--- src/hw/rtl/sfs_pkg.sv ---
// Shared types and constants for the slot allocator with free stack.
package sfs_pkg;

    localparam int SLOTS    = 64;
    localparam int SLOT_W   = 6;
    localparam int HANDLE_W = 16;
    localparam int CNT_W    = 7;

    typedef enum logic
    {
        REQ_ALLOC   = 1'b0,
        REQ_RELEASE = 1'b1
    } req_kind_t;

    typedef enum logic [1:0]
    {
        STAT_OK     = 2'd0,
        STAT_FULL   = 2'd1,
        STAT_UNUSED = 2'd2
    } status_t;

    typedef struct packed
    {
        logic                req_type;
        logic [HANDLE_W-1:0] handle_in;
        logic [SLOT_W-1:0]   slot_in;
    } req_t;

    typedef struct packed
    {
        logic [SLOT_W-1:0]   slot_out;
        logic [HANDLE_W-1:0] handle_out;
        logic [1:0]          status;
        logic [CNT_W-1:0]    high_mark;
    } rsp_t;

endpackage

--- src/hw/rtl/sfs_ram.sv ---
// Generic simple dual-port RAM with registered read.
module sfs_ram #(
    parameter int WIDTH = 8,
    parameter int DEPTH = 64
) (
    input  logic                     clk,
    input  logic                     we,
    input  logic [$clog2(DEPTH)-1:0] waddr,
    input  logic [WIDTH-1:0]         wdata,
    input  logic                     re,
    input  logic [$clog2(DEPTH)-1:0] raddr,
    output logic [WIDTH-1:0]         rdata
);

    logic [WIDTH-1:0] mem [DEPTH];

    always_ff @(posedge clk)
    begin
        if (we)
        begin
            mem[waddr] <= wdata;
        end
        if (re)
        begin
            rdata <= mem[raddr];
        end
    end

endmodule

--- src/hw/rtl/sfs_out_reg.sv ---
// Response holding register between the allocator core and the response channel.
module sfs_out_reg
    import sfs_pkg::*;
(
    input  logic clk,
    input  logic rst_n,
    input  logic load,
    output logic can_load,
    input  rsp_t d,
    output logic rsp_valid,
    input  logic rsp_ready,
    output rsp_t rsp
);

    logic valid_reg;
    logic valid_next;
    rsp_t data_reg;

    assign can_load = !valid_reg || rsp_ready;

    always_comb
    begin
        valid_next = valid_reg;
        if (load)
        begin
            valid_next = 1'b1;
        end
        else if (rsp_ready)
        begin
            valid_next = 1'b0;
        end
    end

    always_ff @(posedge clk or negedge rst_n)
    begin
        if (!rst_n)
        begin
            valid_reg <= 1'b0;
        end
        else
        begin
            valid_reg <= valid_next;
        end
    end

    always_ff @(posedge clk)
    begin
        if (load)
        begin
            data_reg <= d;
        end
    end

    assign rsp_valid = valid_reg;
    assign rsp       = data_reg;

endmodule

--- src/hw/rtl/slot_allocator_free_stack_unit.sv ---
// Slot allocator top level: request control, occupancy bits, handle and stack RAMs.
// Flow: an accepted request is held in the request register while the RAMs read; its response and
// the table update are loaded when the response holding register can take them (it stalls on rsp_ready).
// A new request is taken only in the idle state, after the previous response has been loaded.
// Reset: occupancy bits, free count and high-water mark clear at once; RAMs are not cleared.
module slot_allocator_free_stack_unit
    import sfs_pkg::*;
(
    input  logic clk,
    input  logic rst_n,
    input  logic req_valid,
    output logic req_ready,
    input  req_t req,
    output logic rsp_valid,
    input  logic rsp_ready,
    output rsp_t rsp
);

    typedef enum logic [1:0]
    {
        FSM_IDLE = 2'b01,
        FSM_EXEC = 2'b10
    } fsm_t;

    fsm_t              state_reg;
    fsm_t              state_next;
    req_t              req_reg;
    logic [SLOTS-1:0]  used_reg;
    logic [SLOTS-1:0]  used_next;
    logic [CNT_W-1:0]  fc_reg;
    logic [CNT_W-1:0]  fc_next;
    logic [CNT_W-1:0]  hw_reg;
    logic [CNT_W-1:0]  hw_next;
    logic [CNT_W-1:0]  fc_dec;
    logic [CNT_W-1:0]  hw_dec;
    logic              accept;
    logic              fire;
    logic              out_can_load;
    rsp_t              rsp_d;

    logic                h_we;
    logic [SLOT_W-1:0]   h_waddr;
    logic [HANDLE_W-1:0] h_rdata;
    logic                s_we;
    logic [SLOT_W-1:0]   s_rdata;
    logic [SLOT_W-1:0]   pos;
    logic                rel_ok;

    assign req_ready = (state_reg == FSM_IDLE);
    assign accept    = req_valid && req_ready;
    assign fire      = (state_reg == FSM_EXEC) && out_can_load;
    assign fc_dec    = fc_reg - 1'b1;
    assign hw_dec    = hw_reg - 1'b1;

    sfs_ram #(
        .WIDTH (HANDLE_W),
        .DEPTH (SLOTS)
    ) u_handle_ram (
        .clk   (clk),
        .we    (h_we),
        .waddr (h_waddr),
        .wdata (req_reg.handle_in),
        .re    (accept),
        .raddr (req.slot_in),
        .rdata (h_rdata)
    );

    sfs_ram #(
        .WIDTH (SLOT_W),
        .DEPTH (SLOTS)
    ) u_stack_ram (
        .clk   (clk),
        .we    (s_we),
        .waddr (fc_reg[SLOT_W-1:0]),
        .wdata (req_reg.slot_in),
        .re    (accept),
        .raddr (fc_dec[SLOT_W-1:0]),
        .rdata (s_rdata)
    );

    always_comb
    begin
        state_next = state_reg;
        used_next  = used_reg;
        fc_next    = fc_reg;
        hw_next    = hw_reg;
        h_we       = 1'b0;
        h_waddr    = '0;
        s_we       = 1'b0;
        pos        = '0;
        rel_ok     = ({1'b0, req_reg.slot_in} < CNT_W'(SLOTS)) && used_reg[req_reg.slot_in];
        rsp_d      = '0;

        if (req_reg.req_type == REQ_ALLOC)
        begin
            rsp_d.status = STAT_OK;
            if (fc_reg != '0)
            begin
                pos     = s_rdata;
                fc_next = fc_dec;
            end
            else if (hw_reg < CNT_W'(SLOTS))
            begin
                pos     = hw_reg[SLOT_W-1:0];
                hw_next = hw_reg + 1'b1;
            end
            else
            begin
                rsp_d.status = STAT_FULL;
            end
            rsp_d.slot_out = pos;
            if (rsp_d.status == STAT_OK)
            begin
                h_we           = fire;
                h_waddr        = pos;
                used_next[pos] = 1'b1;
            end
        end
        else
        begin
            rsp_d.slot_out = req_reg.slot_in;
            if (!rel_ok)
            begin
                rsp_d.status = STAT_UNUSED;
            end
            else
            begin
                rsp_d.status     = STAT_OK;
                rsp_d.handle_out = h_rdata;
                used_next[req_reg.slot_in] = 1'b0;
                if ((hw_reg != '0) && ({1'b0, req_reg.slot_in} == hw_dec))
                begin
                    hw_next = hw_dec;
                end
                else
                begin
                    s_we    = fire;
                    fc_next = fc_reg + 1'b1;
                end
            end
        end
        rsp_d.high_mark = hw_next;

        unique case (state_reg)
            FSM_IDLE:
            begin
                if (accept)
                begin
                    state_next = FSM_EXEC;
                end
            end
            FSM_EXEC:
            begin
                if (fire)
                begin
                    state_next = FSM_IDLE;
                end
            end
            default:
            begin
                state_next = FSM_IDLE;
            end
        endcase
    end

    always_ff @(posedge clk or negedge rst_n)
    begin
        if (!rst_n)
        begin
            state_reg <= FSM_IDLE;
            used_reg  <= '0;
            fc_reg    <= '0;
            hw_reg    <= '0;
        end
        else
        begin
            state_reg <= state_next;
            if (fire)
            begin
                used_reg <= used_next;
                fc_reg   <= fc_next;
                hw_reg   <= hw_next;
            end
        end
    end

    always_ff @(posedge clk)
    begin
        if (accept)
        begin
            req_reg <= req;
        end
    end

    sfs_out_reg u_out_reg (
        .clk       (clk),
        .rst_n     (rst_n),
        .load      (fire),
        .can_load  (out_can_load),
        .d         (rsp_d),
        .rsp_valid (rsp_valid),
        .rsp_ready (rsp_ready),
        .rsp       (rsp)
    );

endmodule

--- config.mk ---
export PLATFORM = sky130hd
export DESIGN_NAME = slot_allocator_free_stack_unit
export DESIGN_NICKNAME = d
export VERILOG_FILES = /design/src/hw/rtl/sfs_pkg.sv /design/src/hw/rtl/sfs_ram.sv /design/src/hw/rtl/sfs_out_reg.sv /design/src/hw/rtl/slot_allocator_free_stack_unit.sv
export SDC_FILE = /design/constraint.sdc
export NUM_CORES = 2
export LEC_CHECK = 0
export ABC_AREA = 1
export BUFFER_PORTS_ARGS = -buffer_cell sky130_fd_sc_hd__buf_4
export CAP_MARGIN = 20
export CORE_MARGIN = 2
export CORE_UTILIZATION = 55
export CTS_BUF_LIST = sky130_fd_sc_hd__clkbuf_4 sky130_fd_sc_hd__clkbuf_8 sky130_fd_sc_hd__clkbuf_16
export DETAILED_ROUTE_END_ITERATION = 12
export GPL_TIMING_DRIVEN = 0
export PLACE_DENSITY = 0.73
export REMOVE_ABC_BUFFERS = 1
export SLEW_MARGIN = 20
export SYNTH_ARGS = -nofsm -noshare
export SYNTH_HDL_FRONTEND = slang
export SYNTH_SLANG_ARGS = --single-unit
--- constraint.sdc ---
create_clock -name clk -period 5.4 [get_ports clk]
set_clock_uncertainty 0.1 [all_clocks]
set_input_delay 1.35 -clock clk [delete_from_list [all_inputs] [get_ports clk]]
set_output_delay 1.35 -clock clk [all_outputs]
set_load 0.02 [all_outputs]
Word-level counts from Yosys, hierarchy flattened --
Memory sizes are Yosys's and may differ from the RTL's. A register that Yosys moved wholly into a read port is not among the register bits. Index checks and enable logic that the tools add are counted. W data, S select, Z words.
Cells by class: order comparisons 5, multiplexer cells 43, add/subtract/negate cells 4, equality and inequality tests 7, reduce and logical (&&, ||, !) cells 17, bitwise operators 3
Operator list (number):
- $mux W64 | 3
- $and A64 B64 Y64 | 1
- $not A64 Y64 | 1
- $or A64 B64 Y64 | 1
- $mux W7 | 9
- $mux W6 | 6
- $mux W1 | 16
- $add A7 B1 Y7 const B | 2
- $lt A6 B7 Y1 const B | 2
- $reduce_bool A7 Y1 | 2
- $sub A7 B1 Y7 const B | 2
- $demux W1 S6 | 2
- $ge A6 B1 Y1 const B | 2
- $mux W2 | 5
- $eq A6 B7 Y1 | 1
- $lt A7 B7 Y1 const B | 1
- $bmux W1 S6 | 1
- $reduce_bool A2 Y1 | 3
- $logic_and A1 B1 Y1 | 5
- $ne A2 B1 Y1 const B | 2
- $ne A2 B2 Y1 const B | 2
- $pmux W2 S2 | 1
- $reduce_and A2 Y1 | 2
- $reduce_and A4 Y1 | 1
- 6 further kinds | 6
Storage, ports and cells: input port bits 27, memory bits (writable) 1408, register bits 135, memories 2, output and inout port bits 33
Memories:
- u_handle_ram.mem | depth 64, width 16, read ports 1, clocked after Yosys merged registers in 1, wr ports 1, RTL line sfs_ram.sv:15 | logic [WIDTH-1:0] mem [DEPTH];
- u_stack_ram.mem | depth 64, width 6, read ports 1, clocked after Yosys merged registers in 1, wr ports 1, RTL line sfs_ram.sv:15

Logic depth before layout (Yosys ltp) --
depth after elaboration 11, gate-level depth with buffers 17

Hierarchy --
Synthesis repeated with hierarchy kept, for this count alone.
Unflattened totals: cells, all modules 5928, area total of the unflattened synthesis 66332.4 sq um
Modules (own cells, without submodules):
- sfs_ram (u_handle_ram) | sequential area each 31230.0 sq um, times used 1, cells an instance 3517, area each 42259.3 sq um
- sfs_ram (u_stack_ram) | sequential area each 11711.2 sq um, times used 1, cells an instance 1376, area each 15990.3 sq um
- slot_allocator_free_stack_unit | sequential area each 2693.8 sq um, times used 1, cells an instance 999, area each 7106.8 sq um
- sfs_out_reg | sequential area each 955.9 sq um, times used 1, cells an instance 36, area each 975.9 sq um

Least setup slack after synthesis --
Ideal clock, no wire load.
path kind input to register, start input port rsp_ready, end memory u_handle_ram.mem[15][0] (netlist name), enable pin, path slack 1.208 ns, arrival 3.704 ns, stages 11, path through nor2_1 nor2_1 buf_2 inv_2 nor3_1 inv_1 nor2_1 inv_2 nor2_2 inv_1 nor2_1
On the way: cells in the longest elaborated chain, start to end 6
RTL lines:
- from (decl) | RTL line slot_allocator_free_stack_unit.sv:15 | input logic rsp_ready,
- $logic_or A1 B1 Y1 | RTL line sfs_out_reg.sv:19 | assign can_load = !valid_reg || rsp_ready;
- $logic_and A1 B1 Y1 | RTL line slot_allocator_free_stack_unit.sv:51 | assign fire = (state_reg == FSM_EXEC) && out_can_load;
- named net fire | RTL line slot_allocator_free_stack_unit.sv:37 | logic fire;
- $mux W1 | RTL line slot_allocator_free_stack_unit.sv:112 | if (rsp_d.status == STAT_OK)
- $mux W1 | RTL line slot_allocator_free_stack_unit.sv:94 | if (req_reg.req_type == REQ_ALLOC)
- $mux W1 | RTL line sfs_ram.sv:19 | if (we)
- $mux W1 (not written as such) | RTL line sfs_ram.sv:21 | mem[waddr] <= wdata;
- to (decl) | RTL line sfs_ram.sv:15
The timed path passes the listed nets, and every way through them passes these cells.

Worst setup path after layout --
start register fc_reg[0], end memory u_handle_ram.mem[32][8] (netlist name), enable pin
On the way: cells in the longest elaborated chain, start to end 8
RTL lines:
- from (decl) | RTL line slot_allocator_free_stack_unit.sv:30 | logic [CNT_W-1:0] fc_reg;
- from (signal assigned) | RTL line slot_allocator_free_stack_unit.sv:181 | fc_reg <= fc_next;
- $reduce_bool A7 Y1 (*) | RTL line slot_allocator_free_stack_unit.sv:97 | if (fc_reg != '0)
- $mux W1 | RTL line slot_allocator_free_stack_unit.sv:97
- $mux W2 | RTL line slot_allocator_free_stack_unit.sv:94
- $logic_not A2 Y1 | RTL line slot_allocator_free_stack_unit.sv:112
- $mux W1 | RTL line slot_allocator_free_stack_unit.sv:112
- $mux W1 | RTL line slot_allocator_free_stack_unit.sv:94
- $mux W1 | RTL line sfs_ram.sv:19
- $mux W1 (not written as such) | RTL line sfs_ram.sv:21
Every way passes the cells marked *; elsewhere a longest branch is shown, timed or not. The select of a mux whose other input is x is not followed.

==> impl_metrics.ini <==
[die]
ios = 60
fp.coreArea_mm2 = 0.116
rows = 125
fp.dieH_um = 346
fp.dieW_um = 346
start_util_pct = 55.4
die_area_mm2 = 0.120

[placement]
routabilityCongestion = 0.871
dp.cells = 6540
io_buffers = 59
dp_hpwl_um = 103000
place_area_mm2 = 0.0679

[finish]
largest_reg_flops = 1024
final_util_pct = 62.8
drive_gt1_share_pct = 11.7
fin_cells = 6827
antenna_cells = 0
area_delta_synth_final_pct = 13.4
fillers = 8421
multi_input_area_mm2 = 0.0158
fin_nets = 5209
regArea_mm2 = 0.0466
fin_area_mm2 = 0.0730

[timing]
relSlewSlack_pct = 28.8
setup_viol = 0
hold_viol_final = 0
clock.fmax_mhz = 196
tightest_slew_ns = 1.07
period_share_pct = 94.5
whs_ns = 0.372
rsz0062_at_grt = no
min_period_ns = 5.10
slew_violations = 0

[clock_network]
htreeDepth = 4
ctsRootBufferMaster = clkbuf_16
cts.clk_slew.worst_paths_ns = 0.06
cts_buffers = 157
post-cts-setup-buffers = 0
cts_hold_buf = 0
clock_path_buffers = 3
postCtsResizedCells = 0
clk_latency_ns = 0.78
cts.sinks = 1565
cts_tree = built

[synth]
ys.warnings.count = 0
seq_area_frac_synth_pct = 72.4
postSynthAreaPerCell_um2 = 12.5
synth_cells = 5167
syn-cell-area_mm2 = 0.0644
synth.distinct_cells = 53
ys_seq_elements = 1565
async_flop_share_pct = 5.18
synth-main-ff-cell = edfxtp_1
synth_edf_count = 1484

[routing]
drt_iter0_markers = 6076
drt_pass1_iterations = 6
wl_um = 170000
via_count = 43359
ant_nets = 0
avgRoutedWirePerCell_um = 24.9
drcViolationCount = 0
via_per_inst = 6.35

[global_routing]
grt.overflow.total = 0
grt_usage_pct = 28.0
grt_max_degree = 139
antenna_found_initial = 0
grt_pass1_vias = 40676
grt_pass1_wl_um = 253000

[job]
maxCapViolations = 0

[setup_path]
r2r_start = fc_reg[0]
cp_max_fo = 68
path_class = reg2reg
cp.arrival_ns = 5.39
critPathLaunchType = register
cp-end-kind = register
startpoint = fc_reg[0]
crit_required_ns = 5.69

[pwr]
power_leakage_nw = 24.3
power.total_mw = 31.8
peakVddDrop_v = 0.000510
power.density_mw_per_mm2 = 436

[outcome]
status = finished clean

[min_path]
hold_class = reg2reg
min_from = used_reg[9]
-- worst max-delay path: stages, from the launching register on --
cell and delay (ns):
dfrtp_4 0.74, buf_16 0.32, buf_16 0.24, inv_8 0.38, ha_4 0.20, nand2_1 0.08, nor2_4 0.31, o21ai_0 0.19
o21ai_2 0.23, nand3_2 0.43, nor2_1 0.49, nand2_1 0.28, inv_1 0.67
-- logic make-up (layout without fill, tap and decap cells) --
kind of cell,Yosys count,after routing,synth area share [%]
flops,1565,1565,72.4
mux,48,48,0.746
fa+ha+maj,7,7,0.136
buf+inv,542,678,3.46
xor+xnor,15,15,0.237
compound gates,1420,1420,12.8
simple gates,1570,1570,10.2
-- cells in the final DEF (no fill, tap or decap), types with 5 or more instances in the layout --
master     instances
nor2_2            45
nor3_2            22
inv_1            164
inv_6              9
buf_8             86
o32ai_1           48
nand2_2            5
clkinv_1          24
o21ai_0          817
nor2_4            15
buf_4             55
o21ai_1           55
o22ai_1          268
ha_1               6
clkinv_2          33
o21bai_1           9
clkbuf_16        161
o211ai_1         112
nor3_1            31
o221ai_1          70
or2_2             15
a21oi_1           18
buf_16            31
nand3_1          152
nand2_1          373
nand3_2            5
mux2i_1           48
dfrtp_1           79
buf_6             22
inv_2             22
clkbuf_4          40
edfxtp_1        1484
nor2_1           889
a211oi_1          15
xnor2_1            5
xor2_1             6
bufinv_16          9
-- stage by stage --
step | setup slack, ns | setup TNS (ns)
CTS | 0.237 | 0
finish | 0.296 | 0
floorplan | -5.69 | -3869.34
detailed placement | 0.283 | 0
global placement | -13.50 | -
global route | 0.0857 | 0
-- power by group --
part	total, mW	switching [mW]	internal, mW
logic	7.07	4.87	2.20
clock network	10.7	4.57	6.18
registers	14.0	0.331	13.7
total	31.8	9.77	22.0
-- layer usage --
| metal | vias to the layer above | routed length, µm | track usage (%) | share of wire [%] |
|---|---|---|---|---|
| met5 | - | 0 | 0 | 0 |
| met4 | 0 | 6770 | 11.5 | 4.0 |
| met3 | 380 | 19300 | 5.58 | 11 |
| met2 | 2658 | 77500 | 42.3 | 46 |
| met1 | 21259 | 66500 | 40.0 | 39 |
| li1 | 19062 | - | - | - |
-- layout make-up --
class	count	share of cell area, %
Tap cell	1524	2.61
Clock buffer	204	5.99
Inverter	195	1.06
Sequential cell	1565	63.8
Multi-Input combinational cell	3060	21.6
Clock inverter	83	1.03
Timing Repair Buffer	196	3.90
-- cells in the mapped netlist (5+ instances only) --
library cell  number  area share (%)
a211oi_1          15            0.17
a21oi_1           18            0.14
buf_1             15           0.087
buf_2             64            0.50
buf_4              8           0.093
buf_6             11            0.19
clkbuf_1         249             1.5
dfrtp_1           80             3.1
edfxtp_1        1484              69
ha_1               7            0.14
inv_1            166            0.97
inv_2             24            0.14
mux2i_1           48            0.75
nand2_1          373             2.2
nand2_2            5           0.049
nand3_1          152             1.2
nand3_2            5           0.078
nor2_1           934             5.4
nor2_2             9           0.087
nor2_4             6            0.10
nor3_1            31            0.24
nor3_2            22            0.34
o211ai_1         112             1.3
o21ai_0          817             6.4
o21ai_1           55            0.43
o21bai_1           9            0.10
o221ai_1          70            0.95
o22ai_1          268             2.6
o32ai_1           48            0.65
or2_2             15            0.15
xnor2_1            5           0.068
xor2_1             8            0.11
-- path summary, 6_finish.rpt --
| path | cells after the start | to | slack (ns) |
|---|---|---|---|
| worst max-delay path | 12 | u_handle_ram.mem[32][8] | 0.30 |
| worst min-delay path | 2 | used_reg[9] | 0.37 |
| worst max register to register | 12 | u_handle_ram.mem[32][8] | 0.30 |
| worst min register to register | 2 | used_reg[9] | 0.37 |
| max in group asynchronous | 1 | fc_reg[0] | 4.00 |
| min in group asynchronous | 1 | used_reg[15] | 0.54 |
Power figures use the tool's default switching activity.
